$ cat src/rtl/tmsf_pkg.sv
// ----------------------------------------------------------------------------
// tmsf_pkg
// Shared constants, types and state codes of the trimmed-mean spike filter.
// ----------------------------------------------------------------------------
package tmsf_pkg;

  // Window depth and the widths derived from it.
  localparam int unsigned Window  = 5;
  localparam int unsigned DataW   = 8;
  localparam int unsigned IdxW    = (Window > 1) ? $clog2(Window) : 1;
  localparam int unsigned SumW    = $clog2(Window * 255 + 1);
  localparam int unsigned Divisor = Window - 2;
  localparam int unsigned QuotW   = DataW;

  // Rounded-up reciprocal of the divisor. Multiplying a trimmed sum below
  // 2**SumW by it and dropping RecipShift bits gives the exact truncated
  // quotient. The product always fits in ProdW bits since the mean is a byte.
  localparam int unsigned RecipShift = SumW + $clog2(Divisor);
  localparam int unsigned RecipMul   = ((1 << RecipShift) + Divisor - 1) / Divisor;
  localparam int unsigned ProdW      = RecipShift + QuotW;

  localparam logic [DataW-1:0] ZeroMotion      = 8'd127;
  localparam logic [DataW-1:0] SpikeLimitReset = 8'd10;

  // Controller states, one-hot.
  typedef enum logic [3:0] {
    StIdle   = 4'b0001,
    StWalk   = 4'b0010,
    StDiv    = 4'b0100,
    StUpdate = 4'b1000
  } tmsf_state_e;

  // Commands from the controller to the datapath.
  typedef struct packed {
    logic load;
    logic walk;
    logic div;
    logic update;
  } tmsf_cmd_t;

  // Status from the datapath to the controller.
  typedef struct packed {
    logic walk_last;
  } tmsf_status_t;

endpackage

$ cat src/rtl/tmsf_if.sv
// ----------------------------------------------------------------------------
// tmsf_if
// Valid/ready channels carrying sample beats in and filtered beats out.
// ----------------------------------------------------------------------------
interface tmsf_in_if;
  logic       valid;
  logic       ready;
  logic [7:0] x_sample;
  logic [7:0] y_sample;

  modport source (output valid, output x_sample, output y_sample, input ready);
  modport sink   (input valid, input x_sample, input y_sample, output ready);
endinterface

interface tmsf_out_if;
  logic       valid;
  logic       ready;
  logic [7:0] x_filtered;
  logic [7:0] y_filtered;
  logic       x_accepted;
  logic       y_accepted;

  modport source (output valid, output x_filtered, output y_filtered,
                  output x_accepted, output y_accepted, input ready);
  modport sink   (input valid, input x_filtered, input y_filtered,
                  input x_accepted, input y_accepted, output ready);
endinterface

$ cat src/rtl/tmsf_ctrl.sv
// ----------------------------------------------------------------------------
// tmsf_ctrl
// Sequencer: accept, window walk, divide, update, and the output valid flag.
// ----------------------------------------------------------------------------
module tmsf_ctrl
  import tmsf_pkg::*;
(
  input  logic         clk_i,
  input  logic         rst_ni,
  input  logic         in_valid_i,
  output logic         in_ready_o,
  output logic         out_valid_o,
  input  logic         out_ready_i,
  input  tmsf_status_t status_i,
  output tmsf_cmd_t    cmd_o
);

  tmsf_state_e state_q, state_d;
  logic        out_valid_q, out_valid_d;
  logic        out_free;

  // The output register is free when empty or being drained this cycle.
  assign out_free    = !out_valid_q || out_ready_i;
  assign in_ready_o  = (state_q == StIdle);
  assign out_valid_o = out_valid_q;

  always_comb begin
    state_d         = state_q;
    cmd_o           = '0;
    out_valid_d     = out_valid_q && !out_ready_i;
    unique case (state_q)
      StIdle: begin
        if (in_valid_i) begin
          cmd_o.load = 1'b1;
          state_d    = StWalk;
        end
      end
      StWalk: begin
        cmd_o.walk = 1'b1;
        if (status_i.walk_last) begin
          state_d = StDiv;
        end
      end
      StDiv: begin
        cmd_o.div = 1'b1;
        state_d   = StUpdate;
      end
      StUpdate: begin
        if (out_free) begin
          cmd_o.update = 1'b1;
          out_valid_d  = 1'b1;
          state_d      = StIdle;
        end
      end
      default: begin
        state_d = StIdle;
      end
    endcase
  end

  always_ff @(posedge clk_i or negedge rst_ni) begin
    if (!rst_ni) begin
      state_q     <= StIdle;
      out_valid_q <= 1'b0;
    end else begin
      state_q     <= state_d;
      out_valid_q <= out_valid_d;
    end
  end

endmodule

$ cat src/rtl/tmsf_datapath.sv
// ----------------------------------------------------------------------------
// tmsf_datapath
// Sample windows, sum/max/min accumulators, reciprocal divider, held outputs.
// ----------------------------------------------------------------------------
module tmsf_datapath
  import tmsf_pkg::*;
(
  input  logic             clk_i,
  input  logic             rst_ni,
  input  tmsf_cmd_t        cmd_i,
  output tmsf_status_t     status_o,
  input  logic             cfg_we_i,
  input  logic [DataW-1:0] cfg_wdata_i,
  input  logic [DataW-1:0] x_sample_i,
  input  logic [DataW-1:0] y_sample_i,
  output logic [DataW-1:0] x_filtered_o,
  output logic [DataW-1:0] y_filtered_o,
  output logic             x_accepted_o,
  output logic             y_accepted_o
);

  logic [DataW-1:0] x_win_q [Window];
  logic [DataW-1:0] y_win_q [Window];
  logic [IdxW-1:0]  slot_q, slot_idx;
  logic [IdxW-1:0]  walk_q;
  logic [SumW-1:0]  x_sum_q, y_sum_q, x_trim, y_trim;
  logic [ProdW-1:0] x_prod, y_prod;
  logic [DataW-1:0] x_hi_q, x_lo_q, y_hi_q, y_lo_q;
  logic [QuotW-1:0] x_quot_q, y_quot_q;
  logic [DataW-1:0] x_held_q, y_held_q, spike_limit_q;
  logic [DataW-1:0] x_rd, y_rd, x_diff, y_diff;
  logic             x_acc, y_acc;
  logic [DataW-1:0] x_out_q, y_out_q;
  logic             x_acc_q, y_acc_q;

  // A slot past the window end is treated as slot zero.
  assign slot_idx = (32'(slot_q) >= Window) ? '0 : slot_q;

  assign status_o.walk_last = (32'(walk_q) == Window - 1);

  assign x_rd = x_win_q[walk_q];
  assign y_rd = y_win_q[walk_q];

  // Trimmed sums, divided by a multiply with the rounded-up reciprocal.
  assign x_trim = x_sum_q - SumW'(x_hi_q) - SumW'(x_lo_q);
  assign y_trim = y_sum_q - SumW'(y_hi_q) - SumW'(y_lo_q);
  assign x_prod = ProdW'(x_trim) * ProdW'(RecipMul);
  assign y_prod = ProdW'(y_trim) * ProdW'(RecipMul);

  // Spike test against the held value; a mean equal to ZeroMotion always passes.
  always_comb begin
    x_diff = (x_quot_q >= x_held_q) ? (x_quot_q - x_held_q) : (x_held_q - x_quot_q);
    y_diff = (y_quot_q >= y_held_q) ? (y_quot_q - y_held_q) : (y_held_q - y_quot_q);
    x_acc  = (x_diff < spike_limit_q) || (x_quot_q == ZeroMotion);
    y_acc  = (y_diff < spike_limit_q) || (y_quot_q == ZeroMotion);
  end

  always_ff @(posedge clk_i or negedge rst_ni) begin
    if (!rst_ni) begin
      for (int i = 0; i < Window; i++) begin
        x_win_q[i] <= '0;
        y_win_q[i] <= '0;
      end
      slot_q        <= '0;
      walk_q        <= '0;
      x_held_q      <= '0;
      y_held_q      <= '0;
      spike_limit_q <= SpikeLimitReset;
    end else begin
      if (cfg_we_i) begin
        spike_limit_q <= cfg_wdata_i;
      end
      if (cmd_i.load) begin
        x_win_q[slot_idx] <= x_sample_i;
        y_win_q[slot_idx] <= y_sample_i;
        slot_q <= (32'(slot_idx) == Window - 1) ? '0 : slot_idx + IdxW'(1);
        walk_q <= '0;
      end
      if (cmd_i.walk) begin
        walk_q <= status_o.walk_last ? '0 : walk_q + IdxW'(1);
      end
      if (cmd_i.update) begin
        if (x_acc) begin
          x_held_q <= x_quot_q;
        end
        if (y_acc) begin
          y_held_q <= y_quot_q;
        end
      end
    end
  end

  // Payload registers carry no reset.
  always_ff @(posedge clk_i) begin
    if (cmd_i.load) begin
      x_sum_q <= '0;
      y_sum_q <= '0;
      x_hi_q  <= '0;
      y_hi_q  <= '0;
      x_lo_q  <= '1;
      y_lo_q  <= '1;
    end
    if (cmd_i.walk) begin
      x_sum_q <= x_sum_q + SumW'(x_rd);
      y_sum_q <= y_sum_q + SumW'(y_rd);
      if (x_rd > x_hi_q) x_hi_q <= x_rd;
      if (x_rd < x_lo_q) x_lo_q <= x_rd;
      if (y_rd > y_hi_q) y_hi_q <= y_rd;
      if (y_rd < y_lo_q) y_lo_q <= y_rd;
    end
    if (cmd_i.div) begin
      x_quot_q <= x_prod[RecipShift +: QuotW];
      y_quot_q <= y_prod[RecipShift +: QuotW];
    end
    if (cmd_i.update) begin
      x_out_q <= x_acc ? x_quot_q : x_held_q;
      y_out_q <= y_acc ? y_quot_q : y_held_q;
      x_acc_q <= x_acc;
      y_acc_q <= y_acc;
    end
  end

  assign x_filtered_o = x_out_q;
  assign y_filtered_o = y_out_q;
  assign x_accepted_o = x_acc_q;
  assign y_accepted_o = y_acc_q;

endmodule

$ cat src/rtl/trimmed_mean_spike_filter_unit.sv
// ----------------------------------------------------------------------------
// trimmed_mean_spike_filter_unit
// Two-axis trimmed-mean filter with spike rejection for motion samples.
// ----------------------------------------------------------------------------
// Usage: each input beat on in_i carries one x and one y sample in offset
// binary, where 127 stands for zero motion. For every input beat the unit
// delivers exactly one output beat on out_o with the held x and y values
// and a flag per axis that tells whether the new trimmed mean was taken.
// Both channels use valid/ready; a beat moves when both are high.
// An item passes these steps in order: the accepting cycle writes the window,
// the walk accumulates sum, largest and smallest over one window entry per
// cycle, the divide step forms the trimmed sum and divides it by a multiply
// with the reciprocal, and the update step updates the held values.
// The unit takes no new item while one is still in its walk, divide or
// update step.
// The output register decouples the sides: the next beat is accepted while
// a result still waits. If the receiver stalls, the unit holds the finished
// result in its update step until the output register frees up.
// Reset clears both windows, the slot pointer and the held values to zero
// and loads the spike limit with 10. The limit (cfg_we_i/cfg_wdata_i)
// must be written only while no item is in flight; no logic enforces this.
// ----------------------------------------------------------------------------
module trimmed_mean_spike_filter_unit
  import tmsf_pkg::*;
(
  input  logic             clk_i,
  input  logic             rst_ni,
  input  logic             cfg_we_i,
  input  logic [DataW-1:0] cfg_wdata_i,
  tmsf_in_if.sink          in_i,
  tmsf_out_if.source       out_o
);

  tmsf_cmd_t    cmd;
  tmsf_status_t status;

  // The sequencer owns the handshakes; the datapath owns all values.
  tmsf_ctrl u_ctrl (
    .clk_i       (clk_i),
    .rst_ni      (rst_ni),
    .in_valid_i  (in_i.valid),
    .in_ready_o  (in_i.ready),
    .out_valid_o (out_o.valid),
    .out_ready_i (out_o.ready),
    .status_i    (status),
    .cmd_o       (cmd)
  );

  tmsf_datapath u_datapath (
    .clk_i        (clk_i),
    .rst_ni       (rst_ni),
    .cmd_i        (cmd),
    .status_o     (status),
    .cfg_we_i     (cfg_we_i),
    .cfg_wdata_i  (cfg_wdata_i),
    .x_sample_i   (in_i.x_sample),
    .y_sample_i   (in_i.y_sample),
    .x_filtered_o (out_o.x_filtered),
    .y_filtered_o (out_o.y_filtered),
    .x_accepted_o (out_o.x_accepted),
    .y_accepted_o (out_o.y_accepted)
  );

endmodule
$ cat src/flat_wrapper.sv
// flat-port wrapper written by rule: the top's interface ports become plain ports
module trimmed_mean_spike_filter_unit_flat import tmsf_pkg::*;
  (clk_i, rst_ni, cfg_we_i, cfg_wdata_i, in_i_valid, in_i_x_sample, in_i_y_sample, in_i_ready, out_o_valid, out_o_x_filtered, out_o_y_filtered, out_o_x_accepted, out_o_y_accepted, out_o_ready);
  tmsf_in_if in_i_i ();
  tmsf_out_if out_o_i ();
  input  logic clk_i;
  input  logic rst_ni;
  input  logic cfg_we_i;
  input  logic [DataW-1:0] cfg_wdata_i;
  input wire logic [$bits(in_i_i.valid)-1:0] in_i_valid;
  input wire logic [$bits(in_i_i.x_sample)-1:0] in_i_x_sample;
  input wire logic [$bits(in_i_i.y_sample)-1:0] in_i_y_sample;
  output wire logic [$bits(in_i_i.ready)-1:0] in_i_ready;
  output wire logic [$bits(out_o_i.valid)-1:0] out_o_valid;
  output wire logic [$bits(out_o_i.x_filtered)-1:0] out_o_x_filtered;
  output wire logic [$bits(out_o_i.y_filtered)-1:0] out_o_y_filtered;
  output wire logic [$bits(out_o_i.x_accepted)-1:0] out_o_x_accepted;
  output wire logic [$bits(out_o_i.y_accepted)-1:0] out_o_y_accepted;
  input wire logic [$bits(out_o_i.ready)-1:0] out_o_ready;
  assign in_i_i.valid = in_i_valid;
  assign in_i_i.x_sample = in_i_x_sample;
  assign in_i_i.y_sample = in_i_y_sample;
  assign in_i_ready = in_i_i.ready;
  assign out_o_valid = out_o_i.valid;
  assign out_o_x_filtered = out_o_i.x_filtered;
  assign out_o_y_filtered = out_o_i.y_filtered;
  assign out_o_x_accepted = out_o_i.x_accepted;
  assign out_o_y_accepted = out_o_i.y_accepted;
  assign out_o_i.ready = out_o_ready;
  trimmed_mean_spike_filter_unit u_core (.clk_i(clk_i), .rst_ni(rst_ni), .cfg_we_i(cfg_we_i), .cfg_wdata_i(cfg_wdata_i), .in_i(in_i_i), .out_o(out_o_i));
endmodule
$ cat config.mk
export PLATFORM = sky130hd
export DESIGN_NAME = trimmed_mean_spike_filter_unit_flat
export DESIGN_NICKNAME = d
export VERILOG_FILES = /design/src/rtl/tmsf_pkg.sv /design/src/rtl/tmsf_if.sv /design/src/rtl/tmsf_ctrl.sv /design/src/rtl/tmsf_datapath.sv /design/src/rtl/trimmed_mean_spike_filter_unit.sv /design/src/flat_wrapper.sv
export SDC_FILE = /design/constraint.sdc
export NUM_CORES = 1
export LEC_CHECK = 0
export CORE_MARGIN = 5
export CORE_UTILIZATION = 50
export DETAILED_ROUTE_END_ITERATION = 8
export DONT_BUFFER_PORTS = 1
export HOLD_SLACK_MARGIN = 0.1
export PLACE_DENSITY = 0.69
export SLEW_MARGIN = 20
export SYNTH_ARGS = -nofsm -noshare
export SYNTH_HDL_FRONTEND = slang
export SYNTH_HIERARCHICAL = 1
export SYNTH_SLANG_ARGS = --single-unit
export TNS_END_PERCENT = 1
$ cat constraint.sdc
create_clock -name clk_i -period 14.6 [get_ports clk_i]
set_input_delay 1.46 -clock clk_i [delete_from_list [all_inputs] [get_ports clk_i]]
set_output_delay 1.46 -clock clk_i [all_outputs]
set_load 0.005 [all_outputs]
* Word level (Yosys, flattened, before mapping)
Cells that the tools add are included.
** Storage, ports and cells
- Input bits :: 29
- Word-level logic and storage cells :: 123
- Register bits :: 203
- Output and inout bits :: 20
** Cells by class
- Reductions and logical operators :: 9
- Bitwise operators :: 2
- Equality and inequality tests :: 11
- Order comparisons :: 12
- Muxes and demuxes :: 46
- Multipliers :: 2
- Add/subtract/negate cells :: 12
** Operators by type and width (count)
- 8-bit 2-to-1 mux :: 21
- 40-bit bitwise mux :: 2
- 8-bit binary-select mux with 3-bit select :: 2
- 11-bit by 8-bit subtractor with 11-bit output :: 4
- 11-bit by 12-bit multiplier with 21-bit output, second input constant :: 2
- 11-bit 2-to-1 mux :: 3
- 8-bit less-than comparator :: 4
- 8-bit subtractor :: 4
- 8-bit demux with 3-bit select :: 1
- 11-bit by 8-bit adder with 11-bit output :: 2
- 8-bit by 7-bit == test with 1-bit output, second input constant :: 2
- 8-bit greater-or-equal comparator :: 2
- 8-bit greater-than comparator :: 2
- 4-bit one-hot mux with 4 select lines :: 1
- 3-bit 2-to-1 mux :: 5
- 4-bit 2-to-1 mux :: 3
- 4-bit greater-or-equal comparator, second input constant :: 2
- 1-bit 2-to-1 mux :: 8
- 3-bit inverter with 4-bit output :: 2
- 3-bit by 1-bit adder with 3-bit output, second input constant :: 2
- 3-bit == test, second input constant :: 2
- 2-bit != test, second input constant :: 3
- 4-bit by 1-bit == test with 1-bit output, second input constant :: 1
- 4-bit by 2-bit == test with 1-bit output, second input constant :: 1
- other kinds (9) :: 13

* Logic depth before layout (Yosys ltp)
- Depth in word-level cells :: 8
- Mapped depth :: 28
- Depth with buffers taken out :: 28

* Modules after synthesis
The synthesis kept the hierarchy.
** Modules (own cells, without submodules)
- tmsf_datapath :: cells each 1532, area each 16275.6 µm², instances 1, sequential area each 5077.4 µm²
- tmsf_ctrl :: cells each 26, area each 272.8 µm², instances 1, sequential area each 126.4 µm²

* Worst setup path before layout
Ideal clock, no wire load.
- Kind :: reg-to-reg
- Start point :: register u_core.u_datapath.y_sum_q[2]
- End point :: register u_core.u_datapath.y_quot_q[7], data pin
- Arrival time :: 6.724 ns
- Stages on the path, launching flop included :: 27
- Data required time :: 14.345 ns
- Clock period less this slack :: 6.979 ns
- Library setup time :: 0.255 ns
- Path slack :: 7.621 ns
- Buffers on the path :: 0
- Cells stage by stage :: edfxtp_1 fa_1 ha_1 nor2b_1 o21ai_0 a21boi_0 o21ai_0 nand2b_1 a311o_1 o211ai_1 ha_1 inv_1 fa_1 inv_1 fa_1 inv_1 fa_1 fa_1 inv_1 ha_1 and3_1 and4_1 a22o_1 a211oi_2 a21oi_1 or4_1 and3_1
** Between the ends
- Longest elaborated chain between the ends :: 3
** RTL lines
- start: declaration :: RTL line tmsf_datapath.sv:26 : logic [SumW-1:0] x_sum_q, y_sum_q, x_trim, y_trim;
- start signal: assignment :: RTL line tmsf_datapath.sv:105 : y_sum_q <= y_sum_q + SumW'(y_rd);
- 11-bit by 8-bit subtractor with 11-bit output (2 in series) :: RTL line tmsf_datapath.sv:46 : assign y_trim = y_sum_q - SumW'(y_hi_q) - SumW'(y_lo_q);
- 11-bit by 12-bit multiplier with 21-bit output :: RTL line tmsf_datapath.sv:48 : assign y_prod = ProdW'(y_trim) * ProdW'(RecipMul);
- named net u_core.u_datapath.y_prod[20] :: RTL line tmsf_datapath.sv:27 : logic [ProdW-1:0] x_prod, y_prod;
- end signal: assignment :: RTL line tmsf_datapath.sv:113 : y_quot_q <= y_prod[RecipShift +: QuotW];
- end: declaration :: RTL line tmsf_datapath.sv:29 : logic [QuotW-1:0] x_quot_q, y_quot_q;
The timed path passes the listed nets, and every way through them passes these cells.
A chain may end at the register's enable or synchronous reset.

* Final worst setup path
- Start point :: register u_core.u_datapath.y_sum_q[0]
- End point :: register u_core.u_datapath.y_quot_q[7], data pin
Same word-level chain as after synthesis.

==> impl_metrics.ini <==
[grt]
met3_usage_pct = 3.053
grt_max_degree = 116
grt_overflow = 0
gr-usage-met1_pct = 22.47
grt_pass1_vias = 11380
grt_use_met2_pct = 31.19
grt.busiest_layer = met2
grt_antenna_before_repair = 0
grt_pass1_wl_um = 53990
grt.total_usage_pct = 17.45

[logic_synthesis]
synth_area_sq_um = 16550
synth_top_cells_by_area = ha_1 18%, dfrtp_1 17%, fa_1 10%, edfxtp_1 10%, mux2_2 6.1%
syn_inst = 1558
synthDominantCellAreaShare_pct = 18.15
synth_fp_nets = 1913
ys_seq_elements = 203
ys_async_sr_fraction_pct = 56.65
yosys.cell_types.count = 76
synth_top_cell_by_area = ha_1
avgSynthCellArea_sq_um = 10.62
ys_warn_count = 6
synth_edf_count = 56
ys_seq_area_share_pct = 31.45
synth_ff_type = dfrtp_1

[route]
finalWirelength_um = 31010
wl_per_cell_um = 15.38
drtPass1Iterations = 5
viasPerCell = 5.363
drc_errors = 0
drt-initial-drc-count = 385
ant_nets = 0
num_vias = 10810

[status]
status = finished clean

[placement]
placedCellCount = 1974
gp_congestion = 0.8595
io_buffers = 0
dp.final_hpwl_um = 23870

[finish]
final_cell_mix = 267 x inv_1, 240 x ha_1, 112 x dfrtp_1
layout_commonest_cell = inv_1
insertedDiodeCount = 0
stdcell_count = 2016
area_delta_synth_final_pct = 7.757
drive_gt1_share_pct = 11.05
utilization_pct = 54.67
filler_cell_count = 2837
finalNetCount = 1912

[clock_tree]
cts_setup_buffers = 0
cts_root_buf = clkbuf_16
clk_pin_slew_worst_paths_ns = 0.06
clk_latency_ns = 0.54
cts_sinks = 203
post_cts_resized = 0
clk_path_buf_depth = 3
numCtsBuffers = 23
cts_tree = yes
cts_hold_buf = 0
htree_levels = 1

[critical_path]
worstReg2RegStart = u_core/u_datapath/y_sum_q[0]
cp_max_fo = 4
end_kind = flip-flop
critical_path.most_common_cell = fa_1
critPathMaxStageDelay_ns = 0.56
cp_data_arrival_time_ns = 7.66
crit_required_ns = 14.88
worstSetupPathType = reg -> reg
slowest_stage = fa_1
cp-start-kind = flip-flop
path_cells = fa_1 -> ha_1 -> a21o_1 -> a21oi_1 -> o21ai_0 -> a21oi_1 -> o21ai_0 -> mux2_2 -> or2_2 -> fa_1 -> inv_1 -> fa_1 -> inv_1 -> fa_1 -> fa_1 -> inv_1 -> ha_1 -> and3_1 -> and4_1 -> a22o_1 -> a211oi_2 -> a21oi_1 -> or4_1 -> and3_1
r2r_cells = 24
rrSetupSlack_ns = 7.22
r2r_end = u_core/u_datapath/y_quot_q[7]

[sta]
period_needed_ns = 7.377
setup_violations = 0
timing.fmax_mhz = 135.6
final_max_slew_viol_count = 0
max-slew-margin-rel_pct = 33.36
holdWs_ns = 0.4744
fin_skew_ns = 0.01741
worst_slew_pin_slew_ns = 0.9984
tns_ns = 0
min_period_over_period_pct = 50.53
rsz0062_at_grt = no
hold_violations = 0

[floorplanning]
io_pins = 49
coreArea_sq_um = 32620
floorplan.initialDensity_pct = 50.73
dieWidth_um = 191.9
die_y_um = 191.9
fp-row-count = 66
floorplan.die_area_sq_um = 36840

[hold_path]
min_path_type = reg -> reg
worstHoldPathCells = 2
hold_path.startpoint = u_core/u_datapath/x_hi_q[7]
hold_path_end = u_core/u_datapath/x_hi_q[7]

[flow_run]
max_cap_viol_count = 0
-- worst max path at each step --
stage                                       startpoint                            end  slack [ns]  cells after the start
after detailed placement  u_core/u_datapath/y_sum_q[2]  u_core/u_datapath/y_quot_q[7]        7.18                     26
after CTS                 u_core/u_datapath/y_sum_q[0]  u_core/u_datapath/y_quot_q[7]        7.16                     24
after floorplan           u_core/u_datapath/y_sum_q[2]  u_core/u_datapath/y_quot_q[7]        7.62                     26
final                     u_core/u_datapath/y_sum_q[0]  u_core/u_datapath/y_quot_q[7]        7.22                     24
after global routing      u_core/u_datapath/y_sum_q[2]  u_core/u_datapath/y_quot_q[7]        6.72                     26
after global placement    u_core/u_datapath/y_sum_q[2]  u_core/u_datapath/y_quot_q[7]        7.31                     26
-- cell families (layout without fill, tap and decap cells) --
kind of cell    Yosys count  after routing  share of synthesized area (%)
compound gates          241            241                          9.625
fa+ha+maj               326            326                          28.55
buf+inv                 305            321                          7.069
mux                     163            163                          11.84
simple gates            266            266                          8.612
flops                   203            203                          31.45
xor+xnor                 54             54                          2.858
-- sequential cells by signal (all words and copies together), names as in the netlist, 11 cells and up --
register,count
u_core/u_datapath/x_sum_q,11
u_core/u_datapath/x_win_q,40
u_core/u_datapath/y_sum_q,11
u_core/u_datapath/y_win_q,40
-- metrics by stage --
stage	worst slack, ns	instance area [sq um]
after global routing	6.717	17830
after CTS	7.162	17830
after global placement	7.314	17040
after floorplan	7.621	16550
after detailed placement	7.184	17040
final	7.223	17830
-- cell type report --
type / instances / area [sq um] / share of cell area, %
inverter: 268 / 1006 / 5.641
tap: 442 / 553.0 / 3.101
sequential: 203 / 5204 / 29.18
clock inverter: 7 / 81.33 / 0.4561
clock buffer: 35 / 711.9 / 3.992
timing repair buffer: 11 / 82.58 / 0.4631
multi-input combinational: 1050 / 10190 / 57.16
-- cells in the mapped netlist (4+ instances only) --
cell type / number
xnor2_1: 36
nor3b_1: 7
or3_1: 6
nor2_1: 52
nand3_1: 10
a211oi_1: 7
mux4_2: 12
a31oi_1: 9
o21a_1: 11
a22oi_1: 17
and3b_1: 5
buf_4: 4
edfxtp_1: 56
nor2b_1: 20
fa_1: 86
or2_2: 6
o21ai_0: 62
mux2_2: 90
mux4_1: 4
inv_1: 267
a21boi_0: 10
ha_1: 240
nand2b_1: 30
nand3b_1: 4
a21oi_1: 58
nand4_1: 12
mux2i_1: 57
clkbuf_1: 28
nand2_1: 57
nor3_1: 12
and2_1: 20
dfrtp_1: 112
dfxtp_1: 32
a21o_1: 22
o22ai_1: 4
and3_1: 10
xor2_1: 18
o211ai_1: 6
-- routing by layer --
| metal | share of wire (%) | vias up |
|---|---|---|
| li1 | - | 5354 |
| met1 | 45 | 5293 |
| met2 | 49 | 130 |
| met3 | 3.8 | 35 |
| met4 | 1.6 | 0 |
| met5 | 0 | - |
-- worst max-delay path: cells and delay by family, from the launching register on --
family | cells | cell delay [ns]
buffers and inverters | 3 | 0.18
DFF | 1 | 0.42
AOI/OAI and AO/OA | 8 | 1.56
and+or+nand+nor | 5 | 1.36
muxes | 1 | 0.39
adders and majority gates | 7 | 3.21
Power is left out: the tool's default activity adds up to more than one toggle a clock period on the data nets, which glitch-free logic cannot reach.
